<file path="src/coap_mp_pkg.sv">
package coap_mp_pkg;

  // Longest token accepted in the header
  localparam int unsigned TOKEN_MAX = 8;

  localparam logic [7:0]  MARKER_BYTE   = 8'hFF;
  localparam logic [3:0]  NIB_EXT_1B    = 4'd13;
  localparam logic [3:0]  NIB_EXT_2B    = 4'd14;
  localparam logic [3:0]  NIB_RESERVED  = 4'd15;
  localparam logic [16:0] EXT_1B_OFFSET = 17'd13;
  localparam logic [16:0] EXT_2B_OFFSET = 17'd269;
  localparam logic [1:0]  COAP_VERSION  = 2'd1;
  localparam logic [1:0]  TYPE_ACK      = 2'd2;
  localparam logic [1:0]  TYPE_RST      = 2'd3;

  localparam int unsigned APB_AW = 3;
  localparam logic REG_URI_NUMBER = 1'b0;
  localparam logic REG_URI_MAX    = 1'b1;

  localparam logic [15:0] URI_NUMBER_RST = 16'd11;
  localparam logic [7:0]  URI_MAX_RST    = 8'd32;

  typedef enum logic [3:0] {
    PH_HDR  = 4'd0,
    PH_TOK  = 4'd1,
    PH_HEAD = 4'd2,
    PH_D13  = 4'd3,
    PH_D14H = 4'd4,
    PH_D14L = 4'd5,
    PH_L13  = 4'd6,
    PH_L14H = 4'd7,
    PH_L14L = 4'd8,
    PH_VAL  = 4'd9,
    PH_PAY  = 4'd10,
    PH_IGN  = 4'd11
  } phase_e;

  typedef enum logic [2:0] {
    ROLE_HEADER  = 3'd0,
    ROLE_TOKEN   = 3'd1,
    ROLE_OPT_HD  = 3'd2,
    ROLE_OPT_EXT = 3'd3,
    ROLE_OPT_VAL = 3'd4,
    ROLE_MARKER  = 3'd5,
    ROLE_PAYLOAD = 3'd6,
    ROLE_IGNORED = 3'd7
  } role_e;

  typedef enum logic [2:0] {
    ST_OK        = 3'd0,
    ST_VERSION   = 3'd1,
    ST_FORMAT    = 3'd2,
    ST_PATH_LONG = 3'd3,
    ST_ACK       = 3'd4,
    ST_BAD_TYPE  = 3'd5,
    ST_TRUNCATED = 3'd6
  } status_e;

  typedef struct packed {
    logic [7:0] data_byte;
    logic       last_byte;
  } in_item_t;

  typedef struct packed {
    logic [2:0]  byte_role;
    logic [7:0]  byte_value;
    logic [15:0] option_number;
    logic        message_done;
    logic [2:0]  status;
    logic [1:0]  msg_type;
    logic [3:0]  token_length;
    logic [7:0]  request_code;
    logic [15:0] message_id;
    logic [7:0]  uri_path_len;
  } out_item_t;

  typedef struct packed {
    logic [15:0] uri_option_number;
    logic [7:0]  uri_max_length;
  } cfg_t;

  // First error wins
  function automatic status_e first_err(status_e cur, status_e code);
    first_err = (cur == ST_OK) ? code : cur;
  endfunction

endpackage

</file>
<file path="src/coap_mp_apb.sv">
module coap_mp_apb (
  input  logic                             clk_i,
  input  logic                             rst_ni,
  input  logic                             psel,
  input  logic                             penable,
  input  logic                             pwrite,
  input  logic [coap_mp_pkg::APB_AW-1:0]   paddr,
  input  logic [31:0]                      pwdata,
  output logic [31:0]                      prdata,
  output logic                             pready,
  output coap_mp_pkg::cfg_t                cfg_o
);

  coap_mp_pkg::cfg_t cfg_q, cfg_d;
  logic              wr_en;
  logic              reg_sel;

  assign pready  = 1'b1;
  assign wr_en   = psel & penable & pwrite;
  assign reg_sel = paddr[2];

  always_comb begin
    cfg_d = cfg_q;
    if (wr_en) begin
      case (reg_sel)
        coap_mp_pkg::REG_URI_NUMBER: cfg_d.uri_option_number = pwdata[15:0];
        coap_mp_pkg::REG_URI_MAX:    cfg_d.uri_max_length    = pwdata[7:0];
        default:                     cfg_d = cfg_q;
      endcase
    end
  end

  always_ff @(posedge clk_i or negedge rst_ni) begin
    if (!rst_ni) begin
      cfg_q.uri_option_number <= coap_mp_pkg::URI_NUMBER_RST;
      cfg_q.uri_max_length    <= coap_mp_pkg::URI_MAX_RST;
    end else begin
      cfg_q <= cfg_d;
    end
  end

  always_comb begin
    case (reg_sel)
      coap_mp_pkg::REG_URI_NUMBER: prdata = {16'd0, cfg_q.uri_option_number};
      coap_mp_pkg::REG_URI_MAX:    prdata = {24'd0, cfg_q.uri_max_length};
      default:                     prdata = 32'd0;
    endcase
  end

  assign cfg_o = cfg_q;

endmodule

</file>
<file path="src/coap_mp_parse.sv">
module coap_mp_parse (
  input  logic                   clk_i,
  input  logic                   rst_ni,
  input  logic                   en_i,
  input  coap_mp_pkg::in_item_t  item_i,
  input  coap_mp_pkg::cfg_t      cfg_i,
  output coap_mp_pkg::out_item_t res_o
);

  coap_mp_pkg::phase_e  phase_q, phase_d;
  coap_mp_pkg::status_e status_q, status_d;
  logic [1:0]  hdr_idx_q, hdr_idx_d;
  logic [1:0]  type_q, type_d;
  logic [3:0]  tok_len_q, tok_len_d;
  logic [7:0]  code_q, code_d;
  logic [15:0] mid_q, mid_d;
  logic [16:0] rem_q, rem_d;
  logic [3:0]  len_nib_q, len_nib_d;
  logic [7:0]  ext_hi_q, ext_hi_d;
  logic [15:0] acc_q, acc_d;
  logic [7:0]  path_q, path_d;

  coap_mp_pkg::role_e role;
  logic [7:0]  b;
  logic        last;
  logic        add_en, after_en, begin_en, val_en, path_en, path_fail;
  logic [16:0] add_val, begin_len;
  logic [17:0] acc_sum;
  logic [8:0]  path_sum;

  assign b    = item_i.data_byte;
  assign last = item_i.last_byte;

  always_comb begin
    phase_d   = phase_q;
    status_d  = status_q;
    hdr_idx_d = hdr_idx_q;
    type_d    = type_q;
    tok_len_d = tok_len_q;
    code_d    = code_q;
    mid_d     = mid_q;
    rem_d     = rem_q;
    len_nib_d = len_nib_q;
    ext_hi_d  = ext_hi_q;
    acc_d     = acc_q;
    path_d    = path_q;
    role      = coap_mp_pkg::ROLE_IGNORED;
    add_en    = 1'b0;
    add_val   = 17'd0;
    after_en  = 1'b0;
    begin_en  = 1'b0;
    begin_len = 17'd0;
    val_en    = 1'b0;
    path_en   = 1'b0;
    path_fail = 1'b0;
    acc_sum   = 18'd0;
    path_sum  = 9'd0;

    case (phase_q)
      coap_mp_pkg::PH_HDR: begin
        role = coap_mp_pkg::ROLE_HEADER;
        case (hdr_idx_q)
          2'd0: begin
            type_d    = b[5:4];
            tok_len_d = b[3:0];
            if (b[7:6] != coap_mp_pkg::COAP_VERSION) begin
              status_d = coap_mp_pkg::first_err(status_d, coap_mp_pkg::ST_VERSION);
              phase_d  = coap_mp_pkg::PH_IGN;
            end else if (b[3:0] > 4'(coap_mp_pkg::TOKEN_MAX)) begin
              status_d = coap_mp_pkg::first_err(status_d, coap_mp_pkg::ST_FORMAT);
              phase_d  = coap_mp_pkg::PH_IGN;
            end
          end
          2'd1:    code_d = b;
          default: mid_d  = {mid_q[7:0], b};
        endcase
        if (phase_d == coap_mp_pkg::PH_HDR) begin
          if (hdr_idx_q == 2'd3) begin
            hdr_idx_d = 2'd0;
            if (tok_len_d != 4'd0) begin
              rem_d   = {13'd0, tok_len_d};
              phase_d = coap_mp_pkg::PH_TOK;
            end else begin
              phase_d = coap_mp_pkg::PH_HEAD;
            end
          end else begin
            hdr_idx_d = hdr_idx_q + 2'd1;
          end
        end
      end
      coap_mp_pkg::PH_TOK: begin
        role  = coap_mp_pkg::ROLE_TOKEN;
        rem_d = rem_q - 17'd1;
        if (rem_q == 17'd1) phase_d = coap_mp_pkg::PH_HEAD;
      end
      coap_mp_pkg::PH_HEAD: begin
        if (b == coap_mp_pkg::MARKER_BYTE) begin
          role    = coap_mp_pkg::ROLE_MARKER;
          phase_d = coap_mp_pkg::PH_PAY;
          // marker with nothing after it
          if (last) begin
            status_d = coap_mp_pkg::first_err(status_d, coap_mp_pkg::ST_FORMAT);
            phase_d  = coap_mp_pkg::PH_IGN;
          end
        end else begin
          role      = coap_mp_pkg::ROLE_OPT_HD;
          len_nib_d = b[3:0];
          if (b[7:4] == coap_mp_pkg::NIB_RESERVED || b[3:0] == coap_mp_pkg::NIB_RESERVED) begin
            status_d = coap_mp_pkg::first_err(status_d, coap_mp_pkg::ST_FORMAT);
            phase_d  = coap_mp_pkg::PH_IGN;
          end else if (b[7:4] == coap_mp_pkg::NIB_EXT_1B) begin
            phase_d = coap_mp_pkg::PH_D13;
          end else if (b[7:4] == coap_mp_pkg::NIB_EXT_2B) begin
            phase_d = coap_mp_pkg::PH_D14H;
          end else begin
            add_en   = 1'b1;
            add_val  = {13'd0, b[7:4]};
            after_en = 1'b1;
          end
        end
      end
      coap_mp_pkg::PH_D13: begin
        role     = coap_mp_pkg::ROLE_OPT_EXT;
        add_en   = 1'b1;
        add_val  = {9'd0, b} + coap_mp_pkg::EXT_1B_OFFSET;
        after_en = 1'b1;
      end
      coap_mp_pkg::PH_D14H: begin
        role     = coap_mp_pkg::ROLE_OPT_EXT;
        ext_hi_d = b;
        phase_d  = coap_mp_pkg::PH_D14L;
      end
      coap_mp_pkg::PH_L14H: begin
        role     = coap_mp_pkg::ROLE_OPT_EXT;
        ext_hi_d = b;
        phase_d  = coap_mp_pkg::PH_L14L;
      end
      coap_mp_pkg::PH_D14L: begin
        role     = coap_mp_pkg::ROLE_OPT_EXT;
        add_en   = 1'b1;
        add_val  = {1'b0, ext_hi_q, b} + coap_mp_pkg::EXT_2B_OFFSET;
        after_en = 1'b1;
      end
      coap_mp_pkg::PH_L13: begin
        role      = coap_mp_pkg::ROLE_OPT_EXT;
        begin_en  = 1'b1;
        begin_len = {9'd0, b} + coap_mp_pkg::EXT_1B_OFFSET;
      end
      coap_mp_pkg::PH_L14L: begin
        role      = coap_mp_pkg::ROLE_OPT_EXT;
        begin_en  = 1'b1;
        begin_len = {1'b0, ext_hi_q, b} + coap_mp_pkg::EXT_2B_OFFSET;
      end
      coap_mp_pkg::PH_VAL: begin
        role   = coap_mp_pkg::ROLE_OPT_VAL;
        val_en = 1'b1;
      end
      coap_mp_pkg::PH_PAY: role = coap_mp_pkg::ROLE_PAYLOAD;
      default:             role = coap_mp_pkg::ROLE_IGNORED;
    endcase

    // option number, saturating
    if (add_en) begin
      acc_sum = {2'd0, acc_q} + {1'b0, add_val};
      acc_d   = (acc_sum[17:16] != 2'd0) ? 16'hFFFF : acc_sum[15:0];
    end

    // delta done: length extension or start of the value
    if (after_en) begin
      if (len_nib_d == coap_mp_pkg::NIB_EXT_1B) begin
        phase_d = coap_mp_pkg::PH_L13;
      end else if (len_nib_d == coap_mp_pkg::NIB_EXT_2B) begin
        phase_d = coap_mp_pkg::PH_L14H;
      end else begin
        begin_en  = 1'b1;
        begin_len = {13'd0, len_nib_d};
      end
    end

    // slash of a new path segment, or one of its bytes
    if ((begin_en || val_en) && acc_d == cfg_i.uri_option_number) path_en = 1'b1;
    if (path_en) begin
      path_sum = {1'b0, path_q} + 9'd1;
      path_d   = path_sum[8] ? 8'hFF : path_sum[7:0];
      if (path_sum > {1'b0, cfg_i.uri_max_length}) begin
        path_fail = 1'b1;
        status_d  = coap_mp_pkg::first_err(status_d, coap_mp_pkg::ST_PATH_LONG);
        phase_d   = coap_mp_pkg::PH_IGN;
      end
    end

    if (begin_en && !path_fail) begin
      if (begin_len == 17'd0) begin
        phase_d = coap_mp_pkg::PH_HEAD;
      end else begin
        rem_d   = begin_len;
        phase_d = coap_mp_pkg::PH_VAL;
      end
    end

    if (val_en && !path_fail) begin
      rem_d = rem_q - 17'd1;
      if (rem_q == 17'd1) phase_d = coap_mp_pkg::PH_HEAD;
    end

    // end of message checks
    if (last && status_d == coap_mp_pkg::ST_OK) begin
      if (phase_d != coap_mp_pkg::PH_HEAD && phase_d != coap_mp_pkg::PH_PAY) begin
        status_d = coap_mp_pkg::ST_TRUNCATED;
        phase_d  = coap_mp_pkg::PH_IGN;
      end else if (type_d == coap_mp_pkg::TYPE_ACK) begin
        status_d = coap_mp_pkg::ST_ACK;
      end else if (type_d == coap_mp_pkg::TYPE_RST) begin
        status_d = coap_mp_pkg::ST_BAD_TYPE;
      end
    end

    res_o.byte_role     = role;
    res_o.byte_value    = b;
    res_o.option_number = acc_d;
    res_o.message_done  = last;
    res_o.status        = status_d;
    res_o.msg_type      = type_d;
    res_o.token_length  = tok_len_d;
    res_o.request_code  = code_d;
    res_o.message_id    = mid_d;
    res_o.uri_path_len  = path_d;

    if (last) begin
      phase_d   = coap_mp_pkg::PH_HDR;
      status_d  = coap_mp_pkg::ST_OK;
      hdr_idx_d = 2'd0;
      type_d    = 2'd0;
      tok_len_d = 4'd0;
      code_d    = 8'd0;
      mid_d     = 16'd0;
      rem_d     = 17'd0;
      len_nib_d = 4'd0;
      ext_hi_d  = 8'd0;
      acc_d     = 16'd0;
      path_d    = 8'd0;
    end
  end

  always_ff @(posedge clk_i or negedge rst_ni) begin
    if (!rst_ni) begin
      phase_q   <= coap_mp_pkg::PH_HDR;
      status_q  <= coap_mp_pkg::ST_OK;
      hdr_idx_q <= 2'd0;
      type_q    <= 2'd0;
      tok_len_q <= 4'd0;
      code_q    <= 8'd0;
      mid_q     <= 16'd0;
      rem_q     <= 17'd0;
      len_nib_q <= 4'd0;
      ext_hi_q  <= 8'd0;
      acc_q     <= 16'd0;
      path_q    <= 8'd0;
    end else if (en_i) begin
      phase_q   <= phase_d;
      status_q  <= status_d;
      hdr_idx_q <= hdr_idx_d;
      type_q    <= type_d;
      tok_len_q <= tok_len_d;
      code_q    <= code_d;
      mid_q     <= mid_d;
      rem_q     <= rem_d;
      len_nib_q <= len_nib_d;
      ext_hi_q  <= ext_hi_d;
      acc_q     <= acc_d;
      path_q    <= path_d;
    end
  end

endmodule

</file>
<file path="src/coap_message_parser_core.sv">
// A byte goes via the input register and the result register to the output.
// Throughput: one byte per cycle while out_stall_i is low; the parse state is
// updated in a single pass as a byte moves from the input register to the
// result register. Reset (rst_ni low, asynchronous) empties both registers,
// returns the parser to header byte zero and restores the register defaults.
module coap_message_parser_core (
  input  logic                             clk_i,
  input  logic                             rst_ni,
  input  logic                             in_valid_i,
  output logic                             in_stall_o,
  input  coap_mp_pkg::in_item_t            in_item_i,
  output logic                             out_valid_o,
  input  logic                             out_stall_i,
  output coap_mp_pkg::out_item_t           out_item_o,
  input  logic                             psel,
  input  logic                             penable,
  input  logic                             pwrite,
  input  logic [coap_mp_pkg::APB_AW-1:0]   paddr,
  input  logic [31:0]                      pwdata,
  output logic [31:0]                      prdata,
  output logic                             pready
);

  coap_mp_pkg::cfg_t      cfg;
  coap_mp_pkg::in_item_t  in_q;
  coap_mp_pkg::out_item_t out_q, res;
  logic in_valid_q, in_valid_d;
  logic out_valid_q, out_valid_d;
  logic advance, in_accept;

  coap_mp_apb u_apb (
    .clk_i   (clk_i),
    .rst_ni  (rst_ni),
    .psel    (psel),
    .penable (penable),
    .pwrite  (pwrite),
    .paddr   (paddr),
    .pwdata  (pwdata),
    .prdata  (prdata),
    .pready  (pready),
    .cfg_o   (cfg)
  );

  coap_mp_parse u_parse (
    .clk_i  (clk_i),
    .rst_ni (rst_ni),
    .en_i   (advance),
    .item_i (in_q),
    .cfg_i  (cfg),
    .res_o  (res)
  );

  // an item moves on when the result register is free or being emptied
  assign advance     = in_valid_q & (~out_valid_q | ~out_stall_i);
  assign in_stall_o  = in_valid_q & ~advance;
  assign in_accept   = in_valid_i & ~in_stall_o;
  assign in_valid_d  = in_accept | (in_valid_q & ~advance);
  assign out_valid_d = advance | (out_valid_q & out_stall_i);

  always_ff @(posedge clk_i or negedge rst_ni) begin
    if (!rst_ni) begin
      in_valid_q  <= 1'b0;
      out_valid_q <= 1'b0;
    end else begin
      in_valid_q  <= in_valid_d;
      out_valid_q <= out_valid_d;
    end
  end

  always_ff @(posedge clk_i) begin
    if (in_accept) in_q <= in_item_i;
    if (advance)   out_q <= res;
  end

  assign out_valid_o = out_valid_q;
  assign out_item_o  = out_q;

  a_advance_fills_out: assert property (@(posedge clk_i) disable iff (!rst_ni)
    advance |=> out_valid_q)
    else $error("result register not filled after advance");

  a_no_stall_when_empty: assert property (@(posedge clk_i) disable iff (!rst_ni)
    !out_valid_q |-> !in_stall_o)
    else $error("input stalled while result register empty");

  a_ignored_has_error: assert property (@(posedge clk_i) disable iff (!rst_ni)
    (out_valid_q && out_q.byte_role == coap_mp_pkg::ROLE_IGNORED)
      |-> out_q.status != coap_mp_pkg::ST_OK)
    else $error("ignored byte without an error status");

  a_trunc_only_last: assert property (@(posedge clk_i) disable iff (!rst_ni)
    (out_valid_q && out_q.status == coap_mp_pkg::ST_TRUNCATED) |-> out_q.message_done)
    else $error("truncation reported before the last byte");

endmodule
</file>
<file path="config.mk">
export PLATFORM = sky130hd
export DESIGN_NAME = coap_message_parser_core
export DESIGN_NICKNAME = d
export VERILOG_FILES = /design/src/coap_mp_pkg.sv /design/src/coap_mp_apb.sv /design/src/coap_mp_parse.sv /design/src/coap_message_parser_core.sv
export SDC_FILE = /design/constraint.sdc
export NUM_CORES = 1
export LEC_CHECK = 0
export ABC_AREA = 1
export BUFFER_PORTS_ARGS = -buffer_cell sky130_fd_sc_hd__buf_2
export CAP_MARGIN = 20
export CORE_ASPECT_RATIO = 1.5
export CORE_UTILIZATION = 38
export CTS_BUF_LIST = sky130_fd_sc_hd__clkbuf_8
export CTS_CLUSTER_SIZE = 16
export DETAILED_ROUTE_END_ITERATION = 8
export GPL_TIMING_DRIVEN = 1
export PLACE_DENSITY = 0.62
export SLEW_MARGIN = 20
export SYNTH_ARGS = -nofsm -noshare
export SYNTH_HDL_FRONTEND = slang
export SYNTH_SLANG_ARGS = --single-unit
</file>
<file path="constraint.sdc">
create_clock -name clk_i -period 7.15 [get_ports clk_i]
set_input_delay 0.715 -clock clk_i [delete_from_list [all_inputs] [get_ports clk_i]]
set_output_delay 0.715 -clock clk_i [all_outputs]
set_load 0.05 [all_outputs]
</file>
; Word-level counts from Yosys, hierarchy flattened
; Cells that the tools add are included.
[word_totals]
input_bits = 51
regBits = 196
elab_cells = 209
[classes]
addsub = 6
n_lt_le_gt_ge = 2
muxes = 104
n_bitwise = 14
n_reduce_logical = 29
eq_ne = 26
[op_table]
columns = cell, count
row1 = $mux 17, 13
row2 = $mux 4, 31
row3 = $mux 16, 6
row4 = $pmux 17 s2, 2
row5 = $mux 8, 8
row6 = $pmux 32 s2, 1
row7 = $mux 3, 17
row8 = $pmux 17 s3, 1
row9 = $eq 4x4->1 const B, 9
row10 = $pmux 4 s5, 1
row11 = $add 16x17->18, 1
row12 = $pmux 3 s6, 1
row13 = $add 16x9->17 const B, 1
row14 = $eq 17x1->1 const B, 1
row15 = $logic_not 17->1, 1
row16 = $sub 17x1->17 const B, 1
row17 = $eq 16x16->1, 1
row18 = $eq 4x3->1 const B, 4
row19 = $mux 2, 8
row20 = $mux 1, 13
row21 = $add 8x1->9 const B, 1
row22 = $add 8x4->9 const B, 1
row23 = $gt 9x8->1, 1
row24 = $logic_not 3->1, 3
row25 = 26 further kinds, 54

; Depth between registers and ports, before layout
; Gate-level depths: netlist (run 1).
[depth]
word_depth = 24
ltp_mapped = 36
mapped_depth_nobuf = 34

; Modules after synthesis
; A second synthesis (run 1) with hierarchy kept.
[unflattened]
hier_cells = 1604
hier_area_um2 = 12204.2
[modules_own_cells]
columns = module, area_per_inst_um2, instances, cells_per_inst
row1 = coap_mp_parse, 8444.3, 1, 1345
row2 = coap_message_parser_core, 2437.3, 1, 90
row3 = coap_mp_apb, 1322.5, 1, 169

; Worst setup path before layout (run 1)
; OpenSTA, ideal clock, no wires.
[synth_path]
path_kind = flip-flop to flip-flop
startpoint = register in_q[1] (netlist bit)
endpoint = register out_q, in the netlist out_item_o[39] (data pin)
slack_ps = 3067
required_time_ps = 6895
path_stages_with_launch = 33
n_path_buf = 2
arrival_ps = 3827
period_less_slack_ps = 4083
cell_sequence = edfxtp_1 ha_1 nor2_4 nand2_1 nand2_1 nor2_1 a21boi_1 xor2_1 inv_1 nor2_1 ha_1 nand2_1 nand2_1 nand2_1 nand3_1 a21oi_1 nand2_1 a21oi_2 buf_6 nand4_1 nand2_1 nand2_1 nand2_1 nor2_1 nand2_1 nor2_2 nand3_1 buf_6 nand3_1 nand3_1 nand3_1 nand2_1 nand2_1
[synth_lines]
columns = item, line
row1 = start: declaration, coap_message_parser_core.sv:25  ; coap_mp_pkg::in_item_t in_q;
row2 = start signal: assignment, coap_message_parser_core.sv:71  ; if (in_accept) in_q <= in_item_i;
row3 = end signal: assignment, coap_message_parser_core.sv:72  ; if (advance) out_q <= res;
row4 = end: declaration, coap_message_parser_core.sv:26  ; coap_mp_pkg::out_item_t out_q, res;

; Final worst setup path (run 1)
[layout_path]
startpoint = register in_q[1] (netlist bit)
endpoint = register u_parse.rem_q[9]
[layout_between]
elab_chain_cells = 18
elab_cells_between_ends = 52
cone_classes = add/sub: 3 / order compare: 1 / eq/ne: 5 / mux: 33 / reduce/logical: 10
[layout_lines]
columns = item, line
row1 = branches (longest 16 deep; another with $add 16x17->18), -
row2 = $mux 17 (*), coap_mp_parse.sv:201  ; if (val_en && !path_fail) begin
row3 = $mux 17 (*), coap_mp_parse.sv:229  ; if (last) begin
row4 = end signal: assignment, coap_mp_parse.sv:267  ; rem_q <= rem_d;
row5 = end: declaration, coap_mp_parse.sv:17  ; logic [16:0] rem_q, rem_d;
; Mark *: on every way between the ends. The select of a mux whose other input is x is not followed.
; A chain may end at the register's enable or synchronous reset.

==> metrics.yaml, run 1 <==
power:
  p_int_w: 0.00273
  powerDensity_nw_per_um2: 424
  seq_power_share_pct: 32.1
  p_sw_w: 0.00288
  peakVddDrop_mv: 0.136
  power_w: 0.00561
  swShare_pct: 51.3
  clockPowerShare_pct: 12.8
  combinationalPowerShare_pct: 55.1
  p_leak_nw: 6.89
critical_path:
  critPathSlowestCell: "edfxtp_1"
  critPathArrivalTime_ps: 6350
  crit_top_cell: "nand2_1"
  reg2reg_slack_ps: 1190
  crit_fanout: 14
  worstSetupPathType: "reg2reg"
  slowest_delay_ps: 690
  cp.required_ps: 7540
  start_kind: "flip-flop"
  crit_path_end_kind: "flip-flop"
synth:
  synthCells: 1538
  ys_seq_elements: 196
  yosysSeqAreaShare_pct: 44.4
  synth_edf_count: 78
  synth.most_common_cell: "nand2_1"
  yosys-top-cells-area: "dfrtp_1 (24%), edfxtp_1 (20%), nand2_1 (12%)"
  synth_area_leader_cell: "dfrtp_1"
  synth_ff_type: "dfrtp_1"
  ys_warn_count: 0
  synth_cell_types: 55
  yosys-top-cells-count: "nand2_1 (374), inv_1 (252), dfrtp_1 (114)"
  synth.cell_area_sq_um: 11900
  async_flop_share_pct: 60.2
  postSynthAreaPerCell_sq_um: 7.77
  synth.top_cell.area_share_pct: 23.9
cells_and_area:
  areaGrowthSynthToFinish_pct: 10.7
  diodes: 0
  drive_gt1_share_pct: 13.8
  final_util_pct: 42.8
  fin_nets: 1719
grt:
  grt_max_degree: 63
  grt_antenna_before_repair: 0
  grt_pass1_wl_um: 52400
  grt_overflow: 0
  grt_use_total_pct: 21.0
  grt_pass1_vias: 10300
clocking:
  hold_buffers: 0
  clock_latency_ps: 500
  post_cts_buffers: 0
  cts_resized: 0
  clock_sinks: 196
  cts_inserted_buffers: 17
  cts_tree: "built"
  htree_levels: 4
  root_buffer: "clkbuf_8"
  clkTransAtPathRegs_ps: 110
  clockBufferDepth: 2
routing:
  drt_iter0_markers: 529
  viasPerCell: 5.06
  vias: 10400
  firstDrtPassIters: 8
  wirelength_um: 32800
  drc: 0
  wl_per_cell_um: 16.0
  antenna_left: 0
placement:
  numPortBuffers: 119
  place_ws_ps: 1240
  dp_hpwl_um: 24200
  gp_congestion: 0.912
timing:
  hold_viol: 0
  slew_violations: 0
  fin_crit_ps: 5960
  fin_setup_tns_ps: 0
  clock.fmax_mhz: 168
  hold-worst-slack_ps: 282
  tightest_slew_ps: 933
  fin_worst_skew_ps: 23.3
  rsz0062_at_grt: "no"
  fin_ws_ps: 1190
  setup_viol: 0
  slew_headroom_pct: 37.7
  period_share_pct: 83.4
floorplan:
  num_rows: 79
  die-width_um: 147
  core-area_sq_um: 30900
  pin_count: 155
  dieHeight_um: 219
  start_util_pct: 38.6
  die_area_sq_um: 32200
outcome:
  status: "finished clean"
job:
  maxCapViolations: 0
min_path:
  hold_path.class: "in2async"
==> registers in the layout, summed over array words and instances (netlist names), 3 cells and up <==
signal	flops
u_parse.phase_q	4
u_parse.tok_len_q	4
in_q	9
u_parse.len_nib_q	4
u_parse.rem_q	17
u_parse.code_q	8
out_item_o	69
u_parse.acc_q	16
u_parse.status_q	3
u_parse.mid_q	16
u_parse.path_q	8
u_parse.ext_hi_q	8
u_apb.cfg_o	24
==> cells in the final DEF (no fill, tap or decap), types with 11 or more instances in the layout <==
cell type  instances
inv_2             13
nor3_1            17
nor2_2            11
o21bai_1          14
conb_1            17
edfxtp_1          78
buf_2            118
dfrtp_1          114
nand2_1          374
inv_1            252
ha_1              32
clkbuf_8          17
o21ai_0          102
nand3_1           99
a21oi_1           42
nor2_1           110
xor2_1            35
nand4_1           20
o22ai_1           67
==> critical path, delay by kind of cell, from the launching register on <==
family / cells / cell delay (ps)
AOI/OAI and AO/OA: 5 / 1590
buffers and inverters: 3 / 460
DFF: 1 / 690
and+or+nand+nor: 21 / 2790
adders and majority gates: 1 / 300
==> power by group through the flow <==
stage               registers, W  clock network [W]  logic, W
detailed placement       0.00182                  0   0.00306
global route             0.00184           0.000779   0.00344
CTS                      0.00180           0.000742   0.00308
finish                   0.00180           0.000720   0.00309
global placement         0.00182                  0   0.00303
floorplan                0.00221                  0   0.00199
==> layout make-up <==
cell class / instances / area [sq um]
clock buffer: 17 / 234
fill: 3183 / 17700
multi-input combinational: 1024 / 5330
tap: 405 / 507
timing repair buffer: 129 / 701
clock inverter: 15 / 148
inverter: 267 / 1010
sequential: 196 / 5300
==> logic make-up (layout without fill, tap and decap cells) <==
group	after synthesis	count (layout)	share of synthesized area, %
DFF	196	196	44.4
other	2	17	0.0629
xor gates and xnor gates	37	37	2.71
and+or+nand+nor	679	679	25.2
buffers and inverters	333	428	11.5
adders and majority gates	33	33	3.52
AOI/OAI and AO/OA	258	258	12.6
==> routing by layer <==
layer | track usage, % | vias up | part of all wire, %
li1 | - | 5160 | -
met1 | 22.5 | 4835 | 39
met2 | 39.6 | 322 | 52
met3 | 2.62 | 71 | 3.6
met4 | 11.2 | 0 | 4.4
met5 | 0 | - | 0
==> stage by stage <==
step | instances | area [sq um]
after floorplan | 1553 | 12000
after global placement | 2019 | 12800
after detailed placement | 2019 | 12800
after CTS | 2051 | 13200
after global routing | 2053 | 13200
final | 2053 | 13200
==> path summary, 6_finish.rpt <==
check	from	to	depth (start not counted)
worst max-delay path	in_q[1]	u_parse.rem_q[9]	30
worst min-delay path	rst_ni	u_parse.path_q[1]	1
worst max register to register	in_q[1]	u_parse.rem_q[9]	30
worst min register to register	u_parse.rem_q[1]	u_parse.rem_q[1]	2
max in group asynchronous	rst_ni	u_parse.mid_q[12]	2
min in group clk_i	in_item_i[7]	in_q[7]	1
Power figures use the tool's default switching activity.
==> run 2: changes to the inputs <==
- clock period: 7.15 -> 6 ns (I/O delays scaled with it)
==> run 2 against run 1 <==
Critical endpoint is now out_item_o[40]; critical path type unchanged; utilization about the same; sequential share of layout area about the same; clock skew decreased by 3.6 ps; count of clock-buffer cells in the layout unchanged; power increased by 19%; worst hold slack got worse by 160 ps; fmax increased by 12%; die area unchanged; flip-flop and latch count unchanged; largest cell class unchanged.
==> metrics.yaml, run 2 (synthesis gave the netlist of run 1 again) <==
cells_and_area:
  final_cell_mix: "nand2_1 (374), inv_1 (251), buf_2 (118)"  # was nand2_1 (374), inv_1 (252), buf_2 (118)
  fillCellCount: 3184  # was 3183
  diodes: 0  # unchanged
  areaGrowthSynthToFinish_pct: 10.7  # about the same
  final-seq-area_sq_um: 5300  # unchanged
  largest_reg_flops: 69  # unchanged
  mostFrequentLayoutCell: "nand2_1"  # unchanged
  multi_input_area_sq_um: 5330  # unchanged
  fin_nets: 1721  # was 1719
  drive_gt1_share_pct: 13.9  # was 13.8%
grt:
  grt_max_degree: 69  # was 63
  grt_pass1_vias: 10200  # was 10300
  grt_pass1_wl_um: 51900  # was 52400 um
  grt_overflow: 0  # unchanged
  grt_antenna_before_repair: 0  # unchanged
  grt_use_total_pct: 20.8  # was 21.0%
floorplan:
  die_area_sq_um: 32200  # unchanged
  num_rows: 79  # unchanged
  start_util_pct: 38.6  # unchanged
  core-area_sq_um: 30900  # unchanged
  die-width_um: 147  # unchanged
  dieHeight_um: 219  # unchanged
  pin_count: 155  # unchanged
routing:
  antenna_left: 0  # unchanged
  highest_layer: "met4"  # unchanged
  wl_met1_um: 12900  # about the same
  drt_iter0_markers: 556  # was 529
  vias: 10300  # was 10400
  wl_met3_um: 1110  # was 1190 um
  firstDrtPassIters: 5  # was 8
  wl_per_cell_um: 15.6  # was 16.0 um
  viasPerCell: 5.03  # was 5.06
  wirelength_um: 32100  # was 32800 um
  drc: 0  # unchanged
  met2_wirelength_um: 16700  # was 17200 um
timing:
  setup_viol: 0  # unchanged
  fin_setup_tns_ps: 0  # unchanged
  rsz0062_at_grt: "no"  # unchanged
  fin_worst_skew_ps: 19.6  # was 23.3 ps
  tightest_slew_ps: 1040  # was 933 ps
  hold-worst-slack_ps: 124  # was 282 ps
  period_share_pct: 88.7  # was 83.4%
  clock.fmax_mhz: 188  # was 168 MHz
  hold_viol: 0  # unchanged
  slew_headroom_pct: 30.4  # was 37.7%
  slew_violations: 0  # unchanged
  fin_crit_ps: 5320  # was 5960 ps
critical_path:
  worstSetupPathType: "reg2reg"  # unchanged
  cp.required_ps: 6270  # was 7540 ps
  start_kind: "flip-flop"  # unchanged
  critPathBufInv: 2  # was 3
  crit_path_end_kind: "flip-flop"  # unchanged
  critPathArrivalTime_ps: 5600  # was 6350 ps
  crit_fanout: 14  # unchanged
  crit_top_cell: "nand2_1"  # unchanged
  slowest_delay_ps: 680  # was 690 ps
  critPathSlowestCell: "edfxtp_1"  # unchanged
  critical-path-top-delay-family: "simple AND/OR/NAND/NOR gates"  # unchanged
clocking:
  post_cts_buffers: 0  # unchanged
  cts_inserted_buffers: 17  # unchanged
  clockBufferDepth: 2  # unchanged
  root_buffer: "clkbuf_8"  # unchanged
  clkTransAtPathRegs_ps: 110  # about the same
  clock_sinks: 196  # unchanged
  hold_buffers: 0  # unchanged
  cts_resized: 0  # unchanged
  cts_tree: "built"  # unchanged
  htree_levels: 4  # unchanged
  clock_latency_ps: 510  # was 500 ps
job:
  maxCapViolations: 0  # unchanged
placement:
  gp_congestion: 0.895  # was 0.912
  numPortBuffers: 119  # unchanged
  dp_hpwl_um: 24000  # was 24200 um
min_path:
  hold_path.class: "in2async"  # unchanged
power:
  p_leak_nw: 6.89  # about the same
  peakVddDrop_mv: 0.176  # was 0.136 mV
  powerDensity_nw_per_um2: 504  # was 424 nW/um^2
outcome:
  status: "finished clean"  # unchanged
-- run 2: routing by layer --
layer / up-vias / global-route usage [%]
met3: 78 / 2.93
met5: - / 0
met2: 280 / 38.9
li1: 5170 / -
met1: 4809 / 22.6
met4: 0 / 10.6
-- run 2: worst paths after layout --
check	start	to	slack, ps	depth (start not counted)
max	in_q[1]	out_item_o[40]	680	30
min reg2reg	u_parse.type_q[1]	u_parse.type_q[1]	500	2
max reg2reg	in_q[1]	out_item_o[40]	680	30
max in group asynchronous	rst_ni	u_parse.mid_q[12]	4460	2
min in group clk_i	in_item_i[6]	in_q[6]	270	1
min	rst_ni	u_parse.path_q[3]	120	1
-- run 2: metrics by stage --
| step | setup WS (ps) | total power, W | instances | instance area (sq um) | util [%] |
|---|---|---|---|---|---|
| after global routing | 156 | 0.00722 | 2055 | 13200 | 42.7 |
| after detailed placement | 658 | 0.00583 | 2023 | 12800 | 41.5 |
| final | 676 | 0.00666 | 2055 | 13200 | 42.7 |
| after floorplan | 1920 | 0.00501 | 1553 | 12000 | - |
| after CTS | 626 | 0.00670 | 2055 | 13200 | 42.7 |
| after global placement | 756 | 0.00579 | 2023 | 12800 | 41.5 |
-- run 2: worst reg2reg max path, delay by kind of cell (launching register included) --
| family | cells | cell delay [ps] |
|---|---|---|
| and+or+nand+nor | 23 | 2820 |
| AOI/OAI and AO/OA | 2 | 280 |
| xor gates and xnor gates | 1 | 260 |
| buffers and inverters | 2 | 330 |
| DFF | 1 | 680 |
| adders and majority gates | 2 | 730 |
-- run 2: cell type report --
class | count | area share (%)
Multi-Input combinational cell | 1024 | 40.3
Sequential cell | 196 | 40.1
Inverter | 267 | 7.62
Timing Repair Buffer | 131 | 5.30
Tap cell | 405 | 3.83
Clock buffer | 17 | 1.77
Clock inverter | 15 | 1.09
-- run 2: power breakdown --
group / internal (W) / switching (W) / leakage (nW)
combinational: 0.00106 / 0.00262 / 4.37
sequential: 0.00189 / 0.000250 / 2.33
clock: 0.000306 / 0.000542 / 0.194
